[config.mk]
export PLATFORM = sky130hd
export DESIGN_NAME = epoch_calendar_converter
export DESIGN_NICKNAME = d
export VERILOG_FILES = /design/src/rtl/core/ecc_pkg.sv /design/src/rtl/core/epoch_calendar_converter.sv /design/src/rtl/core/ecc_div.sv /design/src/rtl/core/ecc_dp.sv /design/src/rtl/core/ecc_ctrl.sv
export SDC_FILE = /design/constraint.sdc
export NUM_CORES = 2
export LEC_CHECK = 0
export BUFFER_PORTS_ARGS = -buffer_cell sky130_fd_sc_hd__buf_2
export CORE_ASPECT_RATIO = 1.2
export CORE_UTILIZATION = 47
export CTS_BUF_LIST = sky130_fd_sc_hd__clkbuf_4 sky130_fd_sc_hd__clkbuf_8
export DETAILED_ROUTE_END_ITERATION = 6
export HOLD_SLACK_MARGIN = 0.05
export PLACE_DENSITY = 0.66
export SETUP_SLACK_MARGIN = 0.2
export SLEW_MARGIN = 20
export SYNTH_ARGS = -nofsm -noshare
export SYNTH_HDL_FRONTEND = slang
export SYNTH_HIERARCHICAL = 1
export SYNTH_SLANG_ARGS = --single-unit
[constraint.sdc]
create_clock -name clk -period 17.2 [get_ports clk]
set_input_delay 2.58 -clock clk [delete_from_list [all_inputs] [get_ports clk]]
set_output_delay 2.58 -clock clk [all_outputs]
set_load 0.01 [all_outputs]
[src/rtl/core/ecc_pkg.sv]
package ecc_pkg;

  localparam logic [11:0] EPOCH_YEAR     = 12'd1970;
  localparam logic [6:0]  EPOCH_MOD100   = 7'd70;
  localparam logic [8:0]  EPOCH_MOD400   = 9'd370;
  localparam logic [6:0]  LAST_MOD100    = 7'd99;
  localparam logic [8:0]  LAST_MOD400    = 9'd399;
  localparam logic [16:0] SEC_PER_DAY    = 17'd86400;
  localparam logic [16:0] SEC_PER_HOUR   = 17'd3600;
  localparam logic [16:0] SEC_PER_MIN    = 17'd60;
  localparam logic [20:0] DAYS_PER_ERA   = 21'd146097;
  localparam logic [12:0] YEARS_PER_ERA  = 13'd400;
  localparam logic [17:0] DAYS_PER_YEAR  = 18'd365;
  localparam logic [31:0] DAY_BIAS       = 32'd865566;
  localparam logic [4:0]  ZONE_RESET     = 5'd8;
  localparam logic [1:0]  DIV_STEPS      = 2'd3;
  localparam logic [25:0] RECIP_DAY      = 26'd50903317;
  localparam logic [13:0] RECIP_HOUR     = 14'd9321;
  localparam logic [10:0] RECIP_MIN      = 11'd1093;
  localparam logic [16:0] RECIP_WEEK     = 17'd74899;
  localparam logic [2:0]  WEEKDAY_EPOCH  = 3'd5;
  localparam logic [3:0]  DAYS_PER_WEEK  = 4'd7;

  typedef enum logic [1:0] {
    DIV_DAY,
    DIV_HOUR,
    DIV_MIN
  } ecc_dsel_t;

  typedef enum logic [3:0] {
    OP_NONE,
    OP_LOAD,
    OP_ERA,
    OP_MUL,
    OP_DAYS,
    OP_SCALE,
    OP_SUM,
    OP_DIV_START,
    OP_DIV_NEXT,
    OP_YEAR,
    OP_MONTH,
    OP_FINISH
  } ecc_op_t;

  typedef enum logic [3:0] {
    ST_IDLE,
    ST_DISPATCH,
    ST_ERA,
    ST_MUL,
    ST_DAYS,
    ST_SCALE,
    ST_SUM,
    ST_DIV_DAY,
    ST_DIV_HOUR,
    ST_DIV_MIN,
    ST_YEAR,
    ST_MONTH,
    ST_DONE
  } ecc_state_t;

  typedef struct packed {
    ecc_op_t   op;
    ecc_dsel_t dsel;
  } ecc_cmd_t;

  typedef struct packed {
    logic act;
    logic era_done;
    logic div_done;
    logic year_done;
    logic month_done;
  } ecc_sts_t;

  function automatic logic [16:0] divisor_of(input ecc_dsel_t dsel);
    logic [16:0] d;
    case (dsel)
      DIV_DAY:  d = SEC_PER_DAY;
      DIV_HOUR: d = SEC_PER_HOUR;
      DIV_MIN:  d = SEC_PER_MIN;
      default:  d = SEC_PER_MIN;
    endcase
    return d;
  endfunction

  function automatic logic [8:0] doy_of_month(input logic [3:0] m);
    logic [8:0] d;
    case (m)
      4'd1:    d = 9'd306;
      4'd2:    d = 9'd337;
      4'd3:    d = 9'd0;
      4'd4:    d = 9'd31;
      4'd5:    d = 9'd61;
      4'd6:    d = 9'd92;
      4'd7:    d = 9'd122;
      4'd8:    d = 9'd153;
      4'd9:    d = 9'd184;
      4'd10:   d = 9'd214;
      4'd11:   d = 9'd245;
      4'd12:   d = 9'd275;
      default: d = 9'd0;
    endcase
    return d;
  endfunction

  function automatic logic [4:0] month_len(input logic [3:0] m, input logic leap);
    logic [4:0] n;
    case (m) inside
      4'd2:                      n = leap ? 5'd29 : 5'd28;
      4'd4, 4'd6, 4'd9, 4'd11:   n = 5'd30;
      default:                   n = 5'd31;
    endcase
    return n;
  endfunction

endpackage

[src/rtl/core/epoch_calendar_converter.sv]
// Date to stamp: the time from input beat to result valid is set by the era count loop.
// Stamp to date: the time is set by the one-year-per-cycle calendar walk from 1970
// and the month walk; each of the three constant divisions is done by reciprocal
// multiply. One item in flight; the next input beat is taken once the result register
// is loaded, while that result may still wait.
// Reset: controller idle, no result pending, zone offset 8 hours.
module epoch_calendar_converter (
  input  logic        clk,
  input  logic        rst_n,
  input  logic        in_valid,
  output logic        in_stall,
  input  logic        in_action,
  input  logic [11:0] in_year,
  input  logic [3:0]  in_month,
  input  logic [4:0]  in_day,
  input  logic [4:0]  in_hour,
  input  logic [5:0]  in_minute,
  input  logic [5:0]  in_second,
  input  logic [31:0] in_stamp,
  output logic        out_valid,
  input  logic        out_stall,
  output logic [31:0] out_stamp,
  output logic [11:0] out_year,
  output logic [3:0]  out_month,
  output logic [4:0]  out_day,
  output logic [4:0]  out_hour,
  output logic [5:0]  out_minute,
  output logic [5:0]  out_second,
  output logic [2:0]  out_weekday,
  input  logic        cfg_we,
  input  logic [4:0]  cfg_zone_hours
);
  import ecc_pkg::*;

  ecc_cmd_t cmd;
  ecc_sts_t sts;

  ecc_ctrl u_ctrl (
    .clk       (clk),
    .rst_n     (rst_n),
    .in_valid  (in_valid),
    .in_stall  (in_stall),
    .out_valid (out_valid),
    .out_stall (out_stall),
    .cmd       (cmd),
    .sts       (sts)
  );

  ecc_dp u_dp (
    .clk            (clk),
    .rst_n          (rst_n),
    .cmd            (cmd),
    .sts            (sts),
    .cfg_we         (cfg_we),
    .cfg_zone_hours (cfg_zone_hours),
    .in_action      (in_action),
    .in_year        (in_year),
    .in_month       (in_month),
    .in_day         (in_day),
    .in_hour        (in_hour),
    .in_minute      (in_minute),
    .in_second      (in_second),
    .in_stamp       (in_stamp),
    .out_stamp      (out_stamp),
    .out_year       (out_year),
    .out_month      (out_month),
    .out_day        (out_day),
    .out_hour       (out_hour),
    .out_minute     (out_minute),
    .out_second     (out_second),
    .out_weekday    (out_weekday)
  );

endmodule

[src/rtl/core/ecc_div.sv]
module ecc_div (
  input  logic              clk,
  input  logic              rst_n,
  input  logic              start,
  input  ecc_pkg::ecc_dsel_t dsel,
  input  logic [31:0]       dividend,
  output logic [31:0]       quo,
  output logic [16:0]       rem,
  output logic [2:0]        quo_mod7,
  output logic              done
);
  import ecc_pkg::*;

  logic [31:0] num_r, num_nxt;
  logic [15:0] quo_r, quo_nxt;
  logic [16:0] rem_r, rem_nxt;
  logic [12:0] q7_r, q7_nxt;
  logic [1:0]  cnt_r, cnt_nxt;
  logic [2:0]  mod7_r, mod7_nxt;
  ecc_dsel_t   dsel_r, dsel_nxt;

  logic [50:0] prod_day;
  logic [26:0] prod_hour;
  logic [20:0] prod_min;
  logic [31:0] prod_week;
  logic [31:0] back;
  logic [15:0] wk_diff;

  always_comb begin
    prod_day  = {26'b0, num_r[31:7]} * {25'b0, RECIP_DAY};
    prod_hour = {14'b0, num_r[16:4]} * {13'b0, RECIP_HOUR};
    prod_min  = {11'b0, num_r[11:2]} * {10'b0, RECIP_MIN};
    prod_week = {16'b0, quo_r} * {15'b0, RECIP_WEEK};
    back      = {16'b0, quo_r} * {15'b0, divisor_of(dsel_r)};
    wk_diff   = quo_r - ({q7_r, 3'b000} - {3'b000, q7_r});
    num_nxt   = num_r;
    quo_nxt   = quo_r;
    rem_nxt   = rem_r;
    q7_nxt    = q7_r;
    cnt_nxt   = cnt_r;
    mod7_nxt  = mod7_r;
    dsel_nxt  = dsel_r;
    if (start) begin
      num_nxt  = dividend;
      dsel_nxt = dsel;
      cnt_nxt  = DIV_STEPS;
    end else begin
      case (cnt_r)
        2'd3: begin
          case (dsel_r)
            DIV_DAY:  quo_nxt = prod_day[50:35];
            DIV_HOUR: quo_nxt = {10'b0, prod_hour[26:21]};
            DIV_MIN:  quo_nxt = {9'b0, prod_min[20:14]};
            default:  quo_nxt = {9'b0, prod_min[20:14]};
          endcase
          cnt_nxt = cnt_r - 2'd1;
        end
        2'd2: begin
          rem_nxt = 17'(num_r - back);
          q7_nxt  = prod_week[31:19];
          cnt_nxt = cnt_r - 2'd1;
        end
        2'd1: begin
          mod7_nxt = wk_diff[2:0];
          cnt_nxt  = cnt_r - 2'd1;
        end
        default: begin
          cnt_nxt = '0;
        end
      endcase
    end
  end

  always_ff @(posedge clk) begin
    if (!rst_n) begin
      cnt_r <= '0;
    end else begin
      cnt_r <= cnt_nxt;
    end
  end

  always_ff @(posedge clk) begin
    num_r  <= num_nxt;
    quo_r  <= quo_nxt;
    rem_r  <= rem_nxt;
    q7_r   <= q7_nxt;
    mod7_r <= mod7_nxt;
    dsel_r <= dsel_nxt;
  end

  assign quo      = {16'b0, quo_r};
  assign rem      = rem_r;
  assign quo_mod7 = mod7_r;
  assign done     = (cnt_r == '0);

endmodule

[src/rtl/core/ecc_dp.sv]
module ecc_dp (
  input  logic              clk,
  input  logic              rst_n,
  input  ecc_pkg::ecc_cmd_t cmd,
  output ecc_pkg::ecc_sts_t sts,
  input  logic              cfg_we,
  input  logic [4:0]        cfg_zone_hours,
  input  logic              in_action,
  input  logic [11:0]       in_year,
  input  logic [3:0]        in_month,
  input  logic [4:0]        in_day,
  input  logic [4:0]        in_hour,
  input  logic [5:0]        in_minute,
  input  logic [5:0]        in_second,
  input  logic [31:0]       in_stamp,
  output logic [31:0]       out_stamp,
  output logic [11:0]       out_year,
  output logic [3:0]        out_month,
  output logic [4:0]        out_day,
  output logic [4:0]        out_hour,
  output logic [5:0]        out_minute,
  output logic [5:0]        out_second,
  output logic [2:0]        out_weekday
);
  import ecc_pkg::*;

  logic [4:0]  zone_r;
  logic        act_r, act_nxt;
  logic [3:0]  mon_r, mon_nxt;
  logic [4:0]  day_in_r, day_in_nxt;
  logic [4:0]  hour_in_r, hour_in_nxt;
  logic [5:0]  min_in_r, min_in_nxt;
  logic [5:0]  sec_in_r, sec_in_nxt;
  logic [12:0] yy_r, yy_nxt;
  logic [3:0]  era_r, era_nxt;
  logic [31:0] t_r, t_nxt;
  logic [17:0] mula_r, mula_nxt;
  logic [20:0] mulb_r, mulb_nxt;
  logic [9:0]  aux_r, aux_nxt;
  logic [31:0] days32_r, days32_nxt;
  logic [31:0] prod_r, prod_nxt;
  logic [31:0] hms_r, hms_nxt;
  logic [31:0] stamp_r, stamp_nxt;
  logic [15:0] days_r, days_nxt;
  logic [2:0]  wd_r, wd_nxt;
  logic [4:0]  hour_r, hour_nxt;
  logic [5:0]  min_r, min_nxt;
  logic [5:0]  sec_r, sec_nxt;
  logic [11:0] year_r, year_nxt;
  logic [6:0]  c100_r, c100_nxt;
  logic [8:0]  c400_r, c400_nxt;
  logic [3:0]  month_r, month_nxt;

  logic [31:0] o_stamp_r, o_stamp_nxt;
  logic [11:0] o_year_r, o_year_nxt;
  logic [3:0]  o_month_r, o_month_nxt;
  logic [4:0]  o_day_r, o_day_nxt;
  logic [4:0]  o_hour_r, o_hour_nxt;
  logic [5:0]  o_min_r, o_min_nxt;
  logic [5:0]  o_sec_r, o_sec_nxt;
  logic [2:0]  o_wd_r, o_wd_nxt;

  logic        div_start;
  ecc_dsel_t   div_dsel;
  logic [31:0] div_dividend;
  logic [31:0] div_quo;
  logic [16:0] div_rem;
  logic [2:0]  div_mod7;
  logic        div_done;

  logic [3:0]  mc;
  logic [8:0]  yoe;
  logic [1:0]  cent;
  logic        leap;
  logic [8:0]  ylen;
  logic [4:0]  mlen;
  logic [3:0]  wsum;

  ecc_div u_div (
    .clk      (clk),
    .rst_n    (rst_n),
    .start    (div_start),
    .dsel     (div_dsel),
    .dividend (div_dividend),
    .quo      (div_quo),
    .rem      (div_rem),
    .quo_mod7 (div_mod7),
    .done     (div_done)
  );

  always_ff @(posedge clk) begin
    if (!rst_n) begin
      zone_r <= ZONE_RESET;
    end else if (cfg_we) begin
      zone_r <= cfg_zone_hours;
    end
  end

  always_comb begin
    mc   = (in_month == 4'd0) ? 4'd1 : ((in_month > 4'd12) ? 4'd12 : in_month);
    yoe  = yy_r[8:0];
    cent = (yoe >= 9'd300) ? 2'd3 : (yoe >= 9'd200) ? 2'd2 : (yoe >= 9'd100) ? 2'd1 : 2'd0;
    leap = (year_r[1:0] == 2'b00) && ((c100_r != 7'd0) || (c400_r == 9'd0));
    ylen = leap ? 9'd366 : 9'd365;
    mlen = month_len(month_r, leap);
    wsum = {1'b0, div_mod7} + {1'b0, WEEKDAY_EPOCH};
  end

  always_comb begin
    act_nxt     = act_r;
    mon_nxt     = mon_r;
    day_in_nxt  = day_in_r;
    hour_in_nxt = hour_in_r;
    min_in_nxt  = min_in_r;
    sec_in_nxt  = sec_in_r;
    yy_nxt      = yy_r;
    era_nxt     = era_r;
    t_nxt       = t_r;
    mula_nxt    = mula_r;
    mulb_nxt    = mulb_r;
    aux_nxt     = aux_r;
    days32_nxt  = days32_r;
    prod_nxt    = prod_r;
    hms_nxt     = hms_r;
    stamp_nxt   = stamp_r;
    days_nxt    = days_r;
    wd_nxt      = wd_r;
    hour_nxt    = hour_r;
    min_nxt     = min_r;
    sec_nxt     = sec_r;
    year_nxt    = year_r;
    c100_nxt    = c100_r;
    c400_nxt    = c400_r;
    month_nxt   = month_r;
    o_stamp_nxt = o_stamp_r;
    o_year_nxt  = o_year_r;
    o_month_nxt = o_month_r;
    o_day_nxt   = o_day_r;
    o_hour_nxt  = o_hour_r;
    o_min_nxt   = o_min_r;
    o_sec_nxt   = o_sec_r;
    o_wd_nxt    = o_wd_r;
    div_start    = 1'b0;
    div_dsel     = DIV_DAY;
    div_dividend = t_r;

    case (cmd.op)
      OP_LOAD: begin
        act_nxt     = in_action;
        mon_nxt     = mc;
        day_in_nxt  = in_day;
        hour_in_nxt = in_hour;
        min_in_nxt  = in_minute;
        sec_in_nxt  = in_second;
        yy_nxt      = {1'b0, in_year} + YEARS_PER_ERA - {12'b0, (mc <= 4'd2)};
        era_nxt     = '0;
        t_nxt       = in_stamp + 32'(32'(zone_r) * 32'(SEC_PER_HOUR));
        year_nxt    = EPOCH_YEAR;
        c100_nxt    = EPOCH_MOD100;
        c400_nxt    = EPOCH_MOD400;
        month_nxt   = 4'd1;
      end
      OP_ERA: begin
        if (yy_r >= YEARS_PER_ERA) begin
          yy_nxt  = yy_r - YEARS_PER_ERA;
          era_nxt = era_r + 4'd1;
        end
      end
      OP_MUL: begin
        mula_nxt = 18'(18'(yoe) * DAYS_PER_YEAR);
        mulb_nxt = 21'(21'(era_r) * DAYS_PER_ERA);
        aux_nxt  = {3'b0, yoe[8:2]} - {8'b0, cent} + {1'b0, doy_of_month(mon_r)}
                   + {5'b0, day_in_r};
      end
      OP_DAYS: begin
        days32_nxt = 32'(mula_r) + 32'(mulb_r) + 32'(aux_r) - DAY_BIAS;
      end
      OP_SCALE: begin
        prod_nxt = 32'(days32_r * 32'(SEC_PER_DAY));
        hms_nxt  = 32'(32'(hour_in_r) * 32'(SEC_PER_HOUR))
                 + 32'(32'(min_in_r) * 32'(SEC_PER_MIN))
                 + 32'(sec_in_r)
                 - 32'(32'(zone_r) * 32'(SEC_PER_HOUR));
      end
      OP_SUM: begin
        stamp_nxt = prod_r + hms_r;
      end
      OP_DIV_START: begin
        div_start    = 1'b1;
        div_dsel     = DIV_DAY;
        div_dividend = t_r;
      end
      OP_DIV_NEXT: begin
        div_dividend = {15'b0, div_rem};
        case (cmd.dsel)
          DIV_DAY: begin
            days_nxt  = div_quo[15:0];
            wd_nxt    = (wsum >= DAYS_PER_WEEK) ? 3'(wsum - DAYS_PER_WEEK) : wsum[2:0];
            div_start = 1'b1;
            div_dsel  = DIV_HOUR;
          end
          DIV_HOUR: begin
            hour_nxt  = div_quo[4:0];
            div_start = 1'b1;
            div_dsel  = DIV_MIN;
          end
          DIV_MIN: begin
            min_nxt = div_quo[5:0];
            sec_nxt = div_rem[5:0];
          end
          default: begin
            div_start = 1'b0;
          end
        endcase
      end
      OP_YEAR: begin
        if (days_r >= {7'b0, ylen}) begin
          days_nxt = days_r - {7'b0, ylen};
          year_nxt = year_r + 12'd1;
          c100_nxt = (c100_r == LAST_MOD100) ? 7'd0 : c100_r + 7'd1;
          c400_nxt = (c400_r == LAST_MOD400) ? 9'd0 : c400_r + 9'd1;
        end
      end
      OP_MONTH: begin
        if (days_r >= {11'b0, mlen}) begin
          days_nxt  = days_r - {11'b0, mlen};
          month_nxt = month_r + 4'd1;
        end
      end
      OP_FINISH: begin
        if (act_r) begin
          o_stamp_nxt = '0;
          o_year_nxt  = year_r;
          o_month_nxt = month_r;
          o_day_nxt   = days_r[4:0] + 5'd1;
          o_hour_nxt  = hour_r;
          o_min_nxt   = min_r;
          o_sec_nxt   = sec_r;
          o_wd_nxt    = wd_r;
        end else begin
          o_stamp_nxt = stamp_r;
          o_year_nxt  = '0;
          o_month_nxt = '0;
          o_day_nxt   = '0;
          o_hour_nxt  = '0;
          o_min_nxt   = '0;
          o_sec_nxt   = '0;
          o_wd_nxt    = '0;
        end
      end
      default: begin
        div_start = 1'b0;
      end
    endcase
  end

  always_ff @(posedge clk) begin
    act_r     <= act_nxt;
    mon_r     <= mon_nxt;
    day_in_r  <= day_in_nxt;
    hour_in_r <= hour_in_nxt;
    min_in_r  <= min_in_nxt;
    sec_in_r  <= sec_in_nxt;
    yy_r      <= yy_nxt;
    era_r     <= era_nxt;
    t_r       <= t_nxt;
    mula_r    <= mula_nxt;
    mulb_r    <= mulb_nxt;
    aux_r     <= aux_nxt;
    days32_r  <= days32_nxt;
    prod_r    <= prod_nxt;
    hms_r     <= hms_nxt;
    stamp_r   <= stamp_nxt;
    days_r    <= days_nxt;
    wd_r      <= wd_nxt;
    hour_r    <= hour_nxt;
    min_r     <= min_nxt;
    sec_r     <= sec_nxt;
    year_r    <= year_nxt;
    c100_r    <= c100_nxt;
    c400_r    <= c400_nxt;
    month_r   <= month_nxt;
    o_stamp_r <= o_stamp_nxt;
    o_year_r  <= o_year_nxt;
    o_month_r <= o_month_nxt;
    o_day_r   <= o_day_nxt;
    o_hour_r  <= o_hour_nxt;
    o_min_r   <= o_min_nxt;
    o_sec_r   <= o_sec_nxt;
    o_wd_r    <= o_wd_nxt;
  end

  always_comb begin
    sts.act        = act_r;
    sts.era_done   = (yy_r < YEARS_PER_ERA);
    sts.div_done   = div_done;
    sts.year_done  = (days_r < {7'b0, ylen});
    sts.month_done = (days_r < {11'b0, mlen});
  end

  assign out_stamp   = o_stamp_r;
  assign out_year    = o_year_r;
  assign out_month   = o_month_r;
  assign out_day     = o_day_r;
  assign out_hour    = o_hour_r;
  assign out_minute  = o_min_r;
  assign out_second  = o_sec_r;
  assign out_weekday = o_wd_r;

endmodule

[src/rtl/core/ecc_ctrl.sv]
module ecc_ctrl (
  input  logic              clk,
  input  logic              rst_n,
  input  logic              in_valid,
  output logic              in_stall,
  output logic              out_valid,
  input  logic              out_stall,
  output ecc_pkg::ecc_cmd_t cmd,
  input  ecc_pkg::ecc_sts_t sts
);
  import ecc_pkg::*;

  ecc_state_t state_r, state_nxt;
  logic       out_valid_r, out_valid_nxt;
  logic       slot_free;

  assign slot_free = !out_valid_r || !out_stall;

  always_comb begin
    state_nxt = state_r;
    case (state_r)
      ST_IDLE:     if (in_valid) state_nxt = ST_DISPATCH;
      ST_DISPATCH: state_nxt = sts.act ? ST_DIV_DAY : ST_ERA;
      ST_ERA:      if (sts.era_done) state_nxt = ST_MUL;
      ST_MUL:      state_nxt = ST_DAYS;
      ST_DAYS:     state_nxt = ST_SCALE;
      ST_SCALE:    state_nxt = ST_SUM;
      ST_SUM:      state_nxt = ST_DONE;
      ST_DIV_DAY:  if (sts.div_done) state_nxt = ST_DIV_HOUR;
      ST_DIV_HOUR: if (sts.div_done) state_nxt = ST_DIV_MIN;
      ST_DIV_MIN:  if (sts.div_done) state_nxt = ST_YEAR;
      ST_YEAR:     if (sts.year_done) state_nxt = ST_MONTH;
      ST_MONTH:    if (sts.month_done) state_nxt = ST_DONE;
      ST_DONE:     if (slot_free) state_nxt = ST_IDLE;
      default:     state_nxt = ST_IDLE;
    endcase
  end

  always_comb begin
    cmd.op   = OP_NONE;
    cmd.dsel = DIV_DAY;
    in_stall = 1'b1;
    case (state_r)
      ST_IDLE: begin
        in_stall = 1'b0;
        if (in_valid) cmd.op = OP_LOAD;
      end
      ST_DISPATCH: begin
        if (sts.act) cmd.op = OP_DIV_START;
      end
      ST_ERA:   cmd.op = OP_ERA;
      ST_MUL:   cmd.op = OP_MUL;
      ST_DAYS:  cmd.op = OP_DAYS;
      ST_SCALE: cmd.op = OP_SCALE;
      ST_SUM:   cmd.op = OP_SUM;
      ST_DIV_DAY: begin
        cmd.dsel = DIV_DAY;
        if (sts.div_done) cmd.op = OP_DIV_NEXT;
      end
      ST_DIV_HOUR: begin
        cmd.dsel = DIV_HOUR;
        if (sts.div_done) cmd.op = OP_DIV_NEXT;
      end
      ST_DIV_MIN: begin
        cmd.dsel = DIV_MIN;
        if (sts.div_done) cmd.op = OP_DIV_NEXT;
      end
      ST_YEAR:  cmd.op = OP_YEAR;
      ST_MONTH: cmd.op = OP_MONTH;
      ST_DONE: begin
        if (slot_free) cmd.op = OP_FINISH;
      end
      default: cmd.op = OP_NONE;
    endcase
  end

  always_comb begin
    out_valid_nxt = out_valid_r && out_stall;
    if (cmd.op == OP_FINISH) out_valid_nxt = 1'b1;
  end

  always_ff @(posedge clk) begin
    if (!rst_n) begin
      state_r     <= ST_IDLE;
      out_valid_r <= 1'b0;
    end else begin
      state_r     <= state_nxt;
      out_valid_r <= out_valid_nxt;
    end
  end

  assign out_valid = out_valid_r;

endmodule
== After elaboration in Yosys (flattened, before gate mapping) ==
Memory sizes are Yosys's and may differ from the RTL's. A register that Yosys moved wholly into a read port is not among the register bits.
Index checks and enable logic that the tools add are counted.
Storage, ports and cells
  register bits: 472
  bits in read-only memories: 144
  bits of input ports: 81
  output and inout bits: 75
  logic and storage cells: 234
  memories: 1
Memory list
  (no name shown): depth 16, width 9, rd ports 1, clocked after Yosys merged registers in 1, write ports 0, line ecc_pkg.sv:87  | case (m)
Cells by class
  add/sub/neg operators: 28
  $mul: 11
  magnitude comparators: 12
  eq/ne operators: 48
  muxes and demuxes: 56
  bitwise operators: 1
  reductions and logical operators: 33
Operators by type and width (count)
  $mux W4: 15
  $pmux W4 S13: 1
  $mul A25 B26 Y51 const B: 1
  $mux W16: 3
  $pmux W16 S3: 1
  $eq A4 B4 Y1 const B: 11
  $pmux W4 S11: 1
  $eq A4 B3 Y1 const B: 10
  $pmux W17 S2: 1
  $add A32 B10 Y32: 1
  $add A32 B17 Y32: 1
  $add A32 B32 Y32: 1
  $add A32 B6 Y32: 1
  $mul A32 B10 Y25 const B: 1
  $pmux W16 S2: 1
  $sub A32 B17 Y32: 1
  $sub A32 B20 Y32 const B: 1
  $mul A13 B14 Y27 const B: 1
  $mux W9: 3
  $mul A5 B8 Y13 const B: 2
  $pmux W13 S2: 1
  $pmux W12 S2: 1
  $add A18 B21 Y22: 1
  $mul A16 B17 Y22 const B: 1
  other kinds (74): 127

== Logic depth before layout (Yosys ltp) ==
  depth after elaboration: 8
  mapped depth: 25
  mapped depth without buffers: 25

== Cells and area by module ==
The synthesis kept the hierarchy.
By module, submodules not included
  ecc_dp: instances 1, cells an instance 2551, area each 27345.0 um^2, seq. area each 11270.8 um^2
  ecc_div: instances 1, cells an instance 2049, area each 21109.0 um^2, seq. area each 2232.1 um^2
  ecc_ctrl: instances 1, cells an instance 65, area each 508.0 um^2, seq. area each 100.1 um^2

== Worst setup path before layout ==
No wires, ideal clock.
  kind: input port to flip-flop
  from: in out_stall
  to: reg u_dp.aux_r[0] (enable)
  setup time: 0.513 ns
  arrival time: 7.133 ns
  required time: 16.687 ns
  slack: 9.554 ns
  stages on the path: 7
  buffers on the path: 2
  cells stage by stage: and2_1 > o32ai_1 > a311o_1 > clkbuf_1 > buf_1 > nand2_1 > nor3_1
RTL lines
  start: declaration: line epoch_calendar_converter.sv:21  | input logic out_stall,
  end signal: assignment: line ecc_dp.sv:269  | aux_r <= aux_nxt;
  end: declaration: line ecc_dp.sv:39  | logic [9:0] aux_r, aux_nxt;

== Final worst setup path ==
  from: reg u_dp.u_div.num_r[12]
  to: reg u_dp.u_div.quo_r[14] (data pin)
Between the ends
  cells in the longest elaborated chain, start to end: 2
RTL lines
  start: declaration: line ecc_div.sv:14  | logic [31:0] num_r, num_nxt;
  start signal: assignment: line ecc_div.sv:83  | num_r <= num_nxt;
  $mul A25 B26 Y51: line ecc_div.sv:30  | prod_day = {26'b0, num_r[31:7]} * {25'b0, RECIP_DAY};
  $pmux W16 S2: line ecc_div.sv:50  | case (dsel_r)
  end signal: assignment: line ecc_div.sv:84  | quo_r <= quo_nxt;
  end: declaration: line ecc_div.sv:15  | logic [15:0] quo_r, quo_nxt;
Every way passes these cells.
A chain may end at the register's enable or synchronous reset.

==> results list <==
- Final clock skew: ~0.054 ns
* Clock tree from TritonCTS: done
- Synthesis produced roughly 4600 cells.
- In the finished design, the share of the clock period the worst path needs comes to 0.408.
- The initial utilization of the core area, before any placement, comes to 0.474.
- After detailed routing, the total wire length is 113 mm.
- Max stage delay on crit path: 0.85 ns
* Worst-path cell chain: inv_1, ha_1, inv_1, fa_1, ha_1, inv_1, fa_1, inv_1, fa_1, fa_1, inv_1, fa_1, inv_1, ha_1, nand3_1, nor4_2, and3_1, nand3_1, a31oi_4, a41oi_4, a211oi_2, o21a_1, nor3_2
- Maximum clock path buffer count: 3
- Entering global routing, the biggest net connects between 70 and 80 pins.
- Together, buffers and inverters on the worst path number 6.
* Total number of clock tree sinks: 460
- In this run the worst setup path begins at u_dp/u_div/num_r[12].
- Vias in the first global route: 33700
- The number of pins with negative max-slew slack in the final report is 0.
* Combined global-route utilization of all metal layers: 0.220
* Critical path data required time: 17.62 ns
* Critical path's top delay family: adder cells
* Via Count: 32500
* Endpoint kind of the worst setup timing path: flop
- Based on the critical path, the design can be clocked at up to 0.143 GHz.
* Global route overflow: 0
* Number of violations of the max-capacitance limit: 0
- The first routing iteration left 1576 violations.
- Library cell contributing the largest single delay on the critical path: edfxtp_1
- The detail route stage leaves a number of antenna-violating nets equal to 0.
- In this run the most critical hold path is launched from u_dp/hms_r[2].
* Type of the most critical hold path: reg -> reg
- Number of top-level pins: 156
- DRC Markers: 0
* Wire length of the first global-routing pass: 179 mm
- After clock tree synthesis, the clock-pin slew on the worst setup and hold paths is about 0.070 ns.
- Number of optimization iterations in the first detailed-route pass: 5
- Setup violations remaining at the end of the flow were counted as 0.
* Post-synth design cell area: between 40000 and 50000 µm²
- The root buffer cell chosen for the clock tree is clkbuf_8.
- Clock tree synthesis inserted a total of 83 buffers.
* Number of vias per cell: 5.15
- Largest fanout of any net on the critical path: 14
- # rows: about 130
- Count of H-tree levels built during CTS: 3
- Die Ht: 355 µm
* Global placement routability congestion: slightly below 1
- Summed over all nets, the half-perimeter wirelength after detailed placement is 92.8 mm.
- At the pin with the least slew margin, the transition time is just over 1 ns.
- Status: finished, final reports clean
- Antenna violations before repair: 10
* Yosys warnings: 6
* Arrival time worst endpoint: roughly 7.4 ns
- Setup repair after global routing left no endpoint under its margin.
- In the final layout, the share of cells above drive strength 1 is 0.0747.
- The die covers 105000 µm².
- Reg2reg start: u_dp/u_div/num_r[12]
- Final critical-path required period: 7.01 ns
* Worst-skew pair later-pin latency: 0.75 ns
* Horizontal extent of the die: 296 µm
- The worst setup path is of the reg -> reg kind.
- Number of setup buffers added after CTS: 0
* Total Negative Setup Slacks: 0 ns
- Final hold violations: 0
- Input and output buffers added on the ports amount to 155.
* Relative slew slack: 0.309
* Core area: 103000 µm²
- STA classifies the critical path startpoint as a flop.
- The number of gates resized after CTS was 0.
* Post-CTS Hold Buffers: 0
- The number of nets handed over by synthesis was just over 6000.
* Average cell area after synthesis: 10.5 µm²
- After the last flow step, the layout net total stands at about 6300.
- Cell repeated most along the worst path: inv_1
- Compared with the post-synthesis result, the final layout area differs by 8.78%.
- Routed length per placed instance: between 15 and 20 µm
-- per-layer routing --
layer,vias to the layer above,part of all wire,track usage,wire length [µm]
li1,15900,-,-,-
met1,15900,0.41,0.263,45700
met2,548,0.52,0.398,58800
met3,178,0.040,0.0347,4540
met4,14,0.032,0.0731,3580
met5,-,0.00065,0,73
-- stage by stage --
stage           util  instances  area, µm²  hold WS (ns)  setup WS, ns
2_1_floorplan      -       4648      48800         0.400          9.55
3_3_place_gp   0.499       6146      51400         0.402         10.38
3_5_place_dp   0.499       6146      51400         0.405         10.27
4_1_cts        0.516       6299      53100         0.416         10.17
5_1_grt        0.516       6302      53100         0.423          9.83
6_report       0.516       6305      53100         0.414         10.19
-- sequential cells by signal, summed over array words and instances, names as in the netlist, 17 cells and up, named ones only --
name and flops:
u_dp/prod_r 25, u_dp/u_div/rem 17, u_dp/u_div/num_r 32, u_dp/stamp_r 32
u_dp/mulb_r 20, u_dp/out_stamp 32, u_dp/days32_r 24, u_dp/hms_r 20
u_dp/mula_r 18, u_dp/t_r 32
-- final timing paths --
check | endpoint | slack, ns | cells past startpoint
max | u_dp/u_div/quo_r[14] | 10.19 | 23
min | u_dp/stamp_r[2] | 0.41 | 0
max reg2reg | u_dp/u_div/quo_r[14] | 10.19 | 23
min reg2reg | u_dp/stamp_r[2] | 0.41 | 0
-- layout make-up --
class                   count  area [µm²]
multi-input cells        3087       31100
clock inverters            54         474
diodes                      6        15.0
fillers                  9374       49800
flip-flops and latches    460       13600
clock buffers              99        1280
inverters                1043        3920
well taps                1375        1720
repair buffers            181         971
-- cell usage in the layout (no fill, tap or decap), drive strengths merged, types with 10 or more instances in the layout --
| cell | count |
|---|---|
| buf | 181 |
| and3 | 27 |
| ha | 899 |
| a211o | 10 |
| o21bai | 33 |
| edfxtp | 439 |
| a31oi | 28 |
| a21o | 51 |
| nand2b | 25 |
| clkbuf | 99 |
| or3 | 19 |
| mux2i | 11 |
| xnor2 | 202 |
| dfxtp | 21 |
| nor2b | 71 |
| o22ai | 22 |
| xor2 | 75 |
| nor3 | 72 |
| o21a | 23 |
| fa | 456 |
| or2 | 13 |
| and2 | 84 |
| o211ai | 12 |
| nand4 | 21 |
| a211oi | 29 |
| nand3 | 65 |
| nor2 | 192 |
| nand2 | 210 |
| a21oi | 183 |
| o21ai | 116 |
| clkinv | 40 |
| inv | 1045 |
-- worst register-to-register path: cells and delay by family, from the launching register on --
kind / cells / cell delay (ns)
AOI/OAI and AO/OA: 4 / 1.04
adders and majority gates: 8 / 3.52
buffers and inverters: 6 / 0.61
DFF: 1 / 0.85
and+or+nand+nor: 5 / 0.67
Power is left out: the tool's default activity adds up to more than one toggle a clock period on the data nets, which glitch-free logic cannot reach.
